**src/sv/sis_pkg.sv**
```systemverilog
// Package for the sorted interval set: widths, codes, state encoding and
// the control and flag bundles shared by the cell row and the top level.
// No dependencies.
`timescale 1ns / 1ps
`default_nettype none
package sis_pkg;

    localparam int MAX_RANGES = 16;
    localparam int TIME_BITS  = 48;
    localparam int IDX_W      = $clog2(MAX_RANGES);
    localparam int CNT_W      = $clog2(MAX_RANGES + 1);

    typedef logic signed [TIME_BITS-1:0] time_t;
    typedef logic [IDX_W-1:0]            idx_t;
    typedef logic [CNT_W-1:0]            cnt_t;

    typedef enum logic [1:0] {
        CMD_ADD      = 2'd0,
        CMD_CONTAINS = 2'd1,
        CMD_NEAREST  = 2'd2,
        CMD_READ     = 2'd3
    } cmd_t;

    typedef enum logic [1:0] {
        ST_OK    = 2'd0,
        ST_INDEX = 2'd1,
        ST_FULL  = 2'd2
    } status_t;

    // Operation broadcast to every cell of the row.
    typedef enum logic [1:0] {
        OP_HOLD  = 2'd0,
        OP_WRITE = 2'd1,
        OP_UP    = 2'd2,
        OP_DN    = 2'd3
    } cell_op_t;

    typedef enum logic [2:0] {
        S_IDLE = 3'd0,
        S_CMP  = 3'd1,
        S_EVAL = 3'd2,
        S_NEAR = 3'd3,
        S_WR   = 3'd4,
        S_DN   = 3'd5,
        S_RESP = 3'd6
    } state_t;

    typedef struct packed {
        cell_op_t op;
        cnt_t     lb;
        cnt_t     used;
        time_t    ta;
        time_t    tb;
        time_t    nlo;
        time_t    nhi;
    } cell_ctl_t;

    typedef struct packed {
        logic reach;
        logic merge;
        logic contain;
    } cell_flags_t;

endpackage
`default_nettype wire

```
**src/sv/sis_cell.sv**
```systemverilog
// One cell of the range row: holds one stored range, compares it with the
// broadcast times, writes the new or merged range and takes a neighbour's
// range when the row shifts. Depends on sis_pkg.
`timescale 1ns / 1ps
`default_nettype none
module sis_cell (
    input  wire                   clk,
    input  wire                   rst_n,
    input  sis_pkg::idx_t         idx,
    input  sis_pkg::cell_ctl_t    ctl,
    input  sis_pkg::time_t        below_lo,
    input  sis_pkg::time_t        below_hi,
    input  sis_pkg::time_t        above_lo,
    input  sis_pkg::time_t        above_hi,
    output sis_pkg::time_t        lo,
    output sis_pkg::time_t        hi,
    output sis_pkg::cell_flags_t  flags
);
    import sis_pkg::*;

    time_t       lo_reg, lo_next;
    time_t       hi_reg, hi_next;
    cell_flags_t flags_reg, flags_next;
    logic        valid;
    cnt_t        idx_w;

    assign idx_w = {1'b0, idx};
    assign valid = idx_w < ctl.used;

    // Comparisons of this range against the query times.
    always_comb
    begin
        flags_next.reach   = valid && !(hi_reg < ctl.ta);
        flags_next.merge   = flags_next.reach && !(ctl.tb < lo_reg);
        flags_next.contain = valid && !(ctl.ta < lo_reg) && !(hi_reg < ctl.ta);
    end

    // Range update: write the merged range or take a neighbour's range.
    always_comb
    begin
        lo_next = lo_reg;
        hi_next = hi_reg;
        case (ctl.op)
            OP_WRITE:
            begin
                if (idx_w == ctl.lb)
                begin
                    lo_next = ctl.nlo;
                    hi_next = ctl.nhi;
                end
            end
            OP_UP:
            begin
                if (idx_w == ctl.lb)
                begin
                    lo_next = ctl.nlo;
                    hi_next = ctl.nhi;
                end
                else if (idx_w > ctl.lb)
                begin
                    lo_next = below_lo;
                    hi_next = below_hi;
                end
            end
            OP_DN:
            begin
                if (idx_w > ctl.lb)
                begin
                    lo_next = above_lo;
                    hi_next = above_hi;
                end
            end
            default:
            begin
            end
        endcase
    end

    always_ff @(posedge clk)
    begin
        lo_reg <= lo_next;
        hi_reg <= hi_next;
    end

    always_ff @(posedge clk or negedge rst_n)
    begin
        if (!rst_n)
            flags_reg <= '0;
        else
            flags_reg <= flags_next;
    end

    assign lo    = lo_reg;
    assign hi    = hi_reg;
    assign flags = flags_reg;

endmodule
`default_nettype wire
```
**config.mk**
```make
export PLATFORM = sky130hd
export DESIGN_NAME = sis_cell
export DESIGN_NICKNAME = d
export VERILOG_FILES = /design/src/sv/sis_pkg.sv /design/src/sv/sis_cell.sv
export SDC_FILE = /design/constraint.sdc
export NUM_CORES = 1
export LEC_CHECK = 0
export ABC_AREA = 1
export ABC_CLOCK_PERIOD_IN_PS = 1900
export BUFFER_PORTS_ARGS = -buffer_cell sky130_fd_sc_hd__buf_2
export CAP_MARGIN = 20
export CORE_AREA = 5 5 191 193
export CTS_BUF_LIST = sky130_fd_sc_hd__clkbuf_2
export DETAILED_ROUTE_END_ITERATION = 10
export DIE_AREA = 0 0 196 198
export PLACE_DENSITY = 0.5
export SYNTH_ARGS = -nofsm -noshare
export SYNTH_HDL_FRONTEND = slang
export SYNTH_SLANG_ARGS = --single-unit
```
**constraint.sdc**
```tcl
create_clock -name clk -period 1.9 [get_ports clk]
set_input_delay 0.19 -clock clk [delete_from_list [all_inputs] [get_ports clk]]
set_output_delay 0.19 -clock clk [all_outputs]
set_load 0.01 [all_outputs]
```
==> flow_metrics.env, run 1 <==
export IMPL_worstSetupPathType="reg -> reg"
export IMPL_cts_buffers=9
export IMPL_core_rowCount=68
export IMPL_peakVddDrop_uv=224.5
export IMPL_maxCapViolCount=0
export IMPL_dp_cells=2196
export IMPL_startpoint_type="flip-flop"
export IMPL_die_w_um=196
export IMPL_slew_viol_final=0
export IMPL_timing_final_ws_setup_ps=12.25
export IMPL_finalHoldViolCount=0
export IMPL_grt_pass1_vias=11980
export IMPL_layout_min_cycle_time_ps=1888
export IMPL_nNetsFinal=2516
export IMPL_avgRoutedWirePerCell_um=17.11
export IMPL_postSynthAreaPerCell_um2=7.522
export IMPL_start_util_pct=27.33
export IMPL_tns_ps=0
export IMPL_fin_crit_sh_pct=99.36
export IMPL_dp_hpwl_um=33170
export IMPL_dp_slack_ps=-259.2
export IMPL_syn_cell_area_um2=9395
export IMPL_cts_path_max_buffers=2
export IMPL_ios=501
export IMPL_clkLatencyLatePin_ps=690
export IMPL_seqPwrFrac_pct=40.2
export IMPL_coreArea_um2=34370
export IMPL_rsz0062_at_grt="true"
export IMPL_slew_headroom_pct=58.86
export IMPL_power_density_nw_per_um2=458.8
export IMPL_switching_share_pct=36.90
export IMPL_fmax_mhz=529.7
export IMPL_place_gp_congestion=0.9071
export IMPL_ant_nets=0
export IMPL_wl_um=41690
export IMPL_drive_gt1_share_pct=33.38
export IMPL_arrival_ps=2530
export IMPL_syn_inst=1249
export IMPL_ys_seq_elements=99
export IMPL_cts_tree="yes"
export IMPL_grtUsageTotal_pct=20.44
export IMPL_power_leakage_nw=7.583
export IMPL_finalNonFillerCells=2436
export IMPL_p_sw_mw=2.592
export IMPL_intPower_mw=4.432
export IMPL_clkPwrFrac_pct=14.7
export IMPL_gr_total_overflow=0
export IMPL_grt_pass1_wl_um=62420
export IMPL_synth_nets=1799
export IMPL_clock_sinks=99
export IMPL_dieArea_um2=38810
export IMPL_cts_htree_levels=3
export IMPL_grt_start_max_net_pins=51
export IMPL_setup_violations=0
export IMPL_layout_area_overhead_vs_synth_pct=62.96
export IMPL_seq_area_frac_synth_pct=31.48
export IMPL_io_buffers=500
export IMPL_viasPerCell=4.677
export IMPL_cp_end_kind="flip-flop"
export IMPL_ys_types=29
export IMPL_tightest_slew_ps=617.1
export IMPL_hold_path_class="in -> reg"
export IMPL_drt_pass1_iterations=5
export IMPL_cp_required_ps=2540
export IMPL_run_status="finished clean"
export IMPL_final_util_pct=44.54
export IMPL_clk_pin_slew_ps=300
export IMPL_vias=11390
export IMPL_route_detailed_drc=0
export IMPL_combPwrFrac_pct=45.1
export IMPL_drtIter0Drc=481
export IMPL_synth_warnings=0
export IMPL_die_h_um=198
export IMPL_worst_path_max_fanout=4
export IMPL_antenna_found_initial=11
export IMPL_skew_ps=28.99
export IMPL_cts_root_buf="clkbuf_2"
## cell usage after synthesis
| library cell | count | area share, % |
|---|---|---|
| ha_1 | 148 | 20 |
| o21ai_1 | 33 | 1.8 |
| inv_1 | 152 | 6.1 |
| clkbuf_1 | 30 | 1.2 |
| a31oi_1 | 1 | 0.067 |
| o211ai_1 | 95 | 7.6 |
| o221a_2 | 1 | 0.12 |
| nand3_1 | 14 | 0.75 |
| o21ai_0 | 81 | 4.3 |
| o221ai_1 | 1 | 0.093 |
| nand3_2 | 1 | 0.11 |
| a21o_1 | 4 | 0.32 |
| nand4_1 | 15 | 1.0 |
| nor2_4 | 1 | 0.12 |
| nand2_1 | 332 | 13 |
| nor3_1 | 9 | 0.48 |
| o22ai_1 | 1 | 0.067 |
| inv_2 | 5 | 0.20 |
| nor2_1 | 121 | 4.8 |
| o21a_1 | 9 | 0.72 |
| buf_2 | 13 | 0.69 |
| a21oi_1 | 63 | 3.4 |
| nand2_2 | 3 | 0.20 |
| nor2_2 | 8 | 0.53 |
| nand4_4 | 1 | 0.23 |
| o32ai_2 | 1 | 0.17 |
| dfrtp_1 | 3 | 0.80 |
| edfxtp_1 | 96 | 31 |
| buf_4 | 7 | 0.56 |
## cell families after synthesis
| group | synth area share (%) |
|---|---|
| flops | 31.48 |
| buf+inv | 8.723 |
| compound gates | 18.58 |
| fa+ha+maj | 19.71 |
| simple gates | 21.51 |
## timing repair
| action | 4_1_cts | 5_1_grt |
|---|---|---|
| hold buffers | 197 | 0 |
| endpoints found under the setup margin | 3 | 3 |
| pin swaps | 27 | 39 |
| hold endpoints to repair | 102 | 0 |
| gates resized for setup | 35 | 41 |
| setup buffers | 8 | 11 |
## metal layers
| layer | routed length [um] | GRT usage, % | vias to the layer above | part of all wire [%] |
|---|---|---|---|---|
| met5 | 0 | 0 | - | 0 |
| met3 | 3167 | 4.815 | 56 | 7.6 |
| met2 | 21020 | 37.27 | 425 | 50 |
| met1 | 16370 | 23.17 | 5205 | 39 |
| met4 | 1132 | 7.810 | 0 | 2.7 |
| li1 | - | - | 5707 | - |
## stage by stage
stage / total power [mW] / area [um2] / hold slack [ps]
floorplan: 4.198 / 9447 / -105.6
global placement: 5.405 / 12730 / -8.056
detailed placement: 5.452 / 12730 / -8.281
CTS: 7.021 / 15010 / 62.65
global route: 7.596 / 15310 / 136.4
finish: 7.025 / 15310 / 173.2
## power by group through the flow
stage / combinational, mW / clock, mW / sequential [mW]
finish: 3.17 / 1.03 / 2.82
global route: 3.56 / 1.19 / 2.85
floorplan: 1.26 / 0 / 2.94
detailed placement: 2.58 / 0 / 2.88
global placement: 2.53 / 0 / 2.87
CTS: 3.08 / 1.11 / 2.82
## area by class of cell
| type | count | area, um2 |
|---|---|---|
| antenna | 10 | 25.02 |
| clock buffer | 10 | 50.05 |
| clock inverter | 6 | 41.29 |
| fill | 3540 | 19060 |
| inverter | 157 | 606.8 |
| multi-input combinational | 943 | 6006 |
| sequential | 99 | 2958 |
| tap | 455 | 569.3 |
| timing repair buffer | 756 | 5055 |
## cells in the final DEF, fill, tap and decap left out, drive strengths merged
cell type	instances
a21o	4
a21oi	63
a31oi	1
buf	559
clkbuf	10
clkinv	5
clkinvlp	2
dfrtp	3
diode	10
dlygate4sd3	197
edfxtp	96
ha	148
inv	156
nand2	335
nand3	15
nand4	16
nor2	130
nor3	9
o211ai	95
o21a	9
o21ai	114
o221a	1
o221ai	1
o22ai	1
o32ai	1
## path summary, 6_finish.rpt
check,to,slack [ps],cells past startpoint,from
worst min-delay path,flags[2],170,7,ctl[192]
max in group asynchronous,flags[2],1400,3,rst_n
worst max register to register,flags[2],10,10,hi[47]
min in group asynchronous,flags[1],370,3,rst_n
worst min register to register,flags[0],960,5,hi[47]
worst max-delay path,flags[2],10,10,hi[47]
## worst max-delay path, stage by stage, from the launching register on
cell and delay, ps:
edfxtp_1 510, ha_4 310, nand4_1 160, nor2_4 210
nand2_4 90, nor3_4 220, nand2_2 90, nand2_1 70
nand2_2 60, nand3_4 80, inv_1 40
(Power assumes the default switching activity.)
==> run 2: changes to the inputs <==
- ABC_AREA: 1 -> not set
- CORE_AREA: 5 5 191 193 -> 5 5 192 194
- DIE_AREA: 0 0 196 198 -> 0 0 197 199
- PLACE_DENSITY: 0.5 -> 0.48
==> flow_metrics.env, run 2 <==
export IMPL_timing_final_ws_setup_ps=-384.4
export IMPL_slew_viol_final=0
export IMPL_setup_violations=3
export IMPL_synth_most_common_cell="a21oi_1"
export IMPL_drive_gt1_share_pct=40.60
export IMPL_crit_path_start="lo[41]"
export IMPL_cts_htree_levels=3
export IMPL_ys_types=38
export IMPL_dp_hpwl_um=34620
export IMPL_run_status="finished, violations left"
export IMPL_worst_path_max_fanout=2
export IMPL_synth_top_family_by_area="compound AO/OA/AOI/OAI gates"
export IMPL_cts_root_buf="clkbuf_2"
export IMPL_ys_flop_type="edfxtp_1"
export IMPL_grt_pass1_vias=11130
export IMPL_gr_total_overflow=0
export IMPL_rr_startpoint="lo[41]"
export IMPL_hold_path_class="in -> reg"
export IMPL_mostFrequentLayoutCell="buf_2"
export IMPL_synth_edf_count=96
export IMPL_met3_usage_pct=4.929
export IMPL_drtIter0Drc=364
export IMPL_io_buffers=500
export IMPL_vias=10770
export IMPL_path_delay_family="simple AND/OR/NAND/NOR gates"
export IMPL_synth_nets=1577
export IMPL_fin_hold_ws_ps=133.3
export IMPL_busiest_layer="met2"
export IMPL_met2_usage_pct=37.41
export IMPL_finalHoldViolCount=0
export IMPL_r2r_end="flags[1]"
export IMPL_rsz0062_at_grt="true"
export IMPL_grt_pass1_wl_um=61910
export IMPL_skew_ps=56.41
export IMPL_fin_crit_sh_pct=120.2
export IMPL_synth_top_area_share_pct=32.22
export IMPL_power_density_nw_per_um2=450.7
export IMPL_tns_ps=-1136
export IMPL_tightest_slew_ps=396.3
export IMPL_yosysTopAreaCell="edfxtp_1"
export IMPL_synthAdderAreaFrac_pct=20.70
export IMPL_synth_xor_area_share_pct=0.1958
export IMPL_coreArea_um2=35050
export IMPL_cp_depth=10
export IMPL_clkLatencyLatePin_ps=720
export IMPL_layout_min_cycle_time_ps=2284
export IMPL_synth_compound_area_share_pct=22.18
export IMPL_cp_end_kind="flip-flop"
export IMPL_dp_slack_ps=-708.4
export IMPL_dieArea_um2=39200
export IMPL_crit_slowest_cell="edfxtp_1"
export IMPL_antenna_found_initial=5
export IMPL_holdCritStartpoint="below_hi[38]"
export IMPL_postSynthAreaPerCell_um2=8.712
export IMPL_power_total_mw=7.175
export IMPL_startpoint_type="flip-flop"
export IMPL_ys_top_cells_by_area="edfxtp_1, ha_1, a21oi_1"
export IMPL_met1_usage_pct=24.56
export IMPL_cts_tree="yes"
export IMPL_syn_inst=1027
export IMPL_finalNonFillerCells=2337
export IMPL_slew_headroom_pct=73.30
export IMPL_critPathBufInv=2
export IMPL_async_reset_ff_share_pct=3.030
export IMPL_dp_cells=2114
export IMPL_synth_commonest_cells="a21oi_1, ha_1, nor2_1, inv_1, nand2b_1"
export IMPL_slowest_delay_ps=420
export IMPL_layout_area_overhead_vs_synth_pct=77.93
export IMPL_violations="setup timing"
export IMPL_worstSetupPathType="reg -> reg"
export IMPL_clock_sinks=99
export IMPL_synth_warnings=0
export IMPL_route_detailed_drc=0
export IMPL_ios=501
export IMPL_fmax_mhz=437.7
export IMPL_peakVddDrop_uv=340.7
export IMPL_crit_chain="inv_1 > ha_1 > nand4_1 > nor4_4 > buf_4 > nand2_1 > a21oi_2 > o22ai_1 > xor2_1 > and2_1"
export IMPL_ant_nets=0
export IMPL_die_h_um=199
export IMPL_r2r_slack_ps=-380
export IMPL_start_util_pct=25.53
export IMPL_clk_pin_slew_ps=290
export IMPL_nNetsFinal=2419
export IMPL_place_gp_congestion=0.8614
export IMPL_final_cell_mix="buf_2, dlygate4sd3_1, buf_4"
export IMPL_cp_required_ps=2490
export IMPL_worstRegToRegCells=10
export IMPL_wl_um=42150
export IMPL_synthSimpleGateAreaFrac_pct=17.14
export IMPL_arrival_ps=2880
export IMPL_grtUsageTotal_pct=20.53
export IMPL_grt_start_max_net_pins=77
export IMPL_cts_buffers=9
export IMPL_core_rowCount=69
export IMPL_ys_seq_elements=99
export IMPL_seq_area_frac_synth_pct=33.06
export IMPL_avgRoutedWirePerCell_um=18.03
export IMPL_maxCapViolCount=0
export IMPL_syn_cell_area_um2=8947
export IMPL_power_leakage_nw=7.762
export IMPL_die_w_um=197
export IMPL_crit_end="flags[1]"
export IMPL_synth_mux_area_share_pct=0.1119
export IMPL_drt_pass1_iterations=5
export IMPL_cts_path_max_buffers=2
export IMPL_viasPerCell=4.606
[run 2: repair_timing]
action	in CTS	in global routing
pin swaps	23	12
setup buffers	4	8
endpoints found under the setup margin	3	12
endpoints found under the hold margin	108	0
resized for setup	30	22
hold buffers	193	0
cloned	0	0
[run 2: kinds of logic after synthesis]
logic type               after synthesis
AO/OA/AOI/OAI                        318
AND/OR/NAND/NOR                      302
buffers and inverters                157
adder cells (fa/ha/maj)              148
flip-flops                            99
XOR/XNOR                               2
multiplexers                           1
[run 2: metal layers]
metal / vias to the layer above / part of all wire (%)
li1: 5417 / -
met3: 50 / 6.6
met2: 377 / 51
met4: 2 / 2.0
met5: - / 0.017
met1: 4919 / 40
[run 2: per-stage QoR]
step | cell area, um2 | utilization (%)
finish | 15920 | 45.42
global route | 15920 | 45.42
CTS | 15670 | 44.70
detailed placement | 13430 | 38.31
global placement | 13430 | 38.31
floorplan | 9067 | -
[run 2: power breakdown]
group          total, mW  switching, mW  internal, mW
clock               1.09          0.801         0.287
combinational       3.34           1.54          1.80
sequential          2.75          0.113          2.63
[run 2: worst min path at each step]
| stage | endpoint | depth (start not counted) |
|---|---|---|
| 2_1_floorplan | flags[0] | 0 |
| 3_3_place_gp | flags[0] | 1 |
| 3_5_place_dp | flags[0] | 1 |
| 4_1_cts | hi[38] | 4 |
| 5_1_grt | hi[38] | 4 |
| 6_report | hi[38] | 4 |
[run 2: cell type report]
cell class	count	area, um2
clock inverter	4	43.79
sequential	99	2958
tap	461	576.8
multi-input combinational	771	5852
inverter	104	407.9
timing repair buffer	884	6022
antenna	4	10.01
clock buffer	10	50.05
fill	3509	19130
[run 2: worst min-delay path: stages]
cell	delay, ps
buf_2	70
o31ai_1	80
a21oi_1	240
buf_4	160
==> run 3: changes to the inputs <==
- TNS_END_PERCENT: not set -> 50
==> flow_metrics.env, run 3 (synthesized netlist as in run 2, its figures left out) <==
export IMPL_run_status="finished, violations left"
export IMPL_violations="setup timing"
export IMPL_layout_area_overhead_vs_synth_pct=76.86
export IMPL_drt_pass1_iterations=5
export IMPL_route_detailed_drc=0
export IMPL_core_rowCount=69
export IMPL_cts_buffers=9
export IMPL_dp_hpwl_um=33620
export IMPL_final_cell_mix="buf_2, dlygate4sd3_1, buf_4"
export IMPL_grt_pass1_wl_um=60580
export IMPL_layout_min_cycle_time_ps=2396
export IMPL_dp_cells=2130
export IMPL_clk_pin_slew_ps=300
export IMPL_finalNonFillerCells=2356
export IMPL_cts_tree="yes"
export IMPL_drive_gt1_share_pct=39.63
export IMPL_ant_nets=0
export IMPL_die_w_um=197
export IMPL_finalHoldViolCount=0
export IMPL_grt_start_max_net_pins=75
export IMPL_slowest_delay_ps=470
export IMPL_grt_pass1_vias=11470
export IMPL_grtUsageTotal_pct=19.74
export IMPL_dp_slack_ps=-637.8
export IMPL_crit_slowest_cell="edfxtp_1"
export IMPL_slew_viol_final=0
export IMPL_vias=10870
export IMPL_drtIter0Drc=476
export IMPL_mostFrequentLayoutCell="buf_2"
export IMPL_slew_headroom_pct=62.37
export IMPL_fin_crit_sh_pct=126.1
export IMPL_ios=501
export IMPL_crit_chain="ha_1 > nand4_1 > nor4_4 > nand3_2 > a311oi_2 > buf_4 > nor4bb_4 > mux2i_2 > and2_1"
export IMPL_io_buffers=500
export IMPL_clock_sinks=99
export IMPL_antenna_found_initial=9
export IMPL_coreArea_um2=35050
export IMPL_fmax_mhz=417.3
export IMPL_peakVddDrop_uv=356.8
export IMPL_setup_violations=3
export IMPL_fillers=3532
export IMPL_dieArea_um2=39200
export IMPL_startpoint_type="flip-flop"
export IMPL_place_gp_congestion=0.8497
export IMPL_skew_ps=29.55
export IMPL_hold_path_class="in -> reg"
export IMPL_timing_final_ws_setup_ps=-496.4
export IMPL_cp_end_kind="flip-flop"
export IMPL_avgRoutedWirePerCell_um=17.13
export IMPL_worst_path_max_fanout=3
export IMPL_gr_total_overflow=0
export IMPL_multi_input_area_um2=5595
export IMPL_start_util_pct=25.53
export IMPL_worstSetupPathType="reg -> reg"
export IMPL_viasPerCell=4.612
export IMPL_clkLatencyLatePin_ps=710
export IMPL_maxCapViolCount=0
export IMPL_cts_htree_levels=3
export IMPL_wl_um=40360
export IMPL_arrival_ps=3060
export IMPL_final_util_pct=45.15
export IMPL_register_area_um2=2958
export IMPL_cts_root_buf="clkbuf_2"
export IMPL_die_h_um=199
export IMPL_nNetsFinal=2435
export IMPL_power_density_nw_per_um2=442.5
export IMPL_rr_startpoint="hi[38]"
export IMPL_crit_path_start="hi[38]"
export IMPL_cts_path_max_buffers=2
export IMPL_power_leakage_nw=7.801
export IMPL_tightest_slew_ps=561.0
export IMPL_holdCritStartpoint="ctl[191]"
export IMPL_cp_required_ps=2560
export IMPL_rsz0062_at_grt="true"
## run 3: changes by cell type in the layout (fill, tap and decap cells not counted), moves of 3 or more
cell	before	now
buf_4	179	189
ha_1	132	142
ha_4	16	6
a221oi_1	2	8
dlygate4sd3_1	193	198
a221oi_2	5	1
a21oi_1	148	151
## run 3: layout make-up
type | instances | area share, %
Inverter | 104 | 2.578
Antenna cell | 5 | 0.07907
Timing Repair Buffer | 900 | 39.03
Tap cell | 461 | 3.645
Sequential cell | 99 | 18.69
Clock inverter | 7 | 0.3321
Multi-Input combinational cell | 771 | 35.36
Clock buffer | 9 | 0.2847
## run 3: power by group
part           total, mW  internal [mW]  switching, mW
Combinational       3.23           1.78           1.46
Sequential          2.74           2.63          0.107
Clock               1.03          0.184          0.845
Total               7.00           4.59           2.41
## run 3: what timing repair did
action,CTS,global route
endpoints found under the setup margin,3,7
resized for setup,13,7
pin swaps,4,6
setup buffers,3,4
endpoints found under the hold margin,176,0
hold buffers,198,0
## run 3: worst max-delay path, delay by kind of cell (launching register included)
family          cells  cell delay [ps]
simple gates        5             1030
flops               1              470
fa+ha+maj           1              310
compound gates      1              210
buf+inv             1              170
mux                 1              160
## run 3: through the flow
stage	area [um2]	hold slack [ps]	power (mW)	setup TNS [ps]
3_3_place_gp	13560	-2.274	5.525	-30440
2_1_floorplan	9055	-105.6	4.021	-121900
5_1_grt	15820	10.99	7.572	-2184
4_1_cts	15740	34.24	7.112	-1401
6_report	15820	149.3	7.001	-1461
3_5_place_dp	13560	-4.129	5.561	-31120
## run 3: per-layer routing
metal / vias up / GRT usage, % / wire length (um)
li1: 5468 / - / -
met1: 4934 / 22.48 / 16050
met2: 389 / 36.07 / 20320
met3: 64 / 5.572 / 2890
met4: 12 / 5.675 / 1013
met5: - / 0 / 82
## run 3: worst paths after layout
kind / cells past startpoint / to / slack [ps]
max in group asynchronous: 3 / flags[2] / 1400
min: 6 / flags[0] / 150
min in group asynchronous: 3 / flags[1] / 360
min reg2reg: 6 / flags[2] / 1040
max reg2reg: 9 / flags[0] / -500
max: 9 / flags[0] / -500
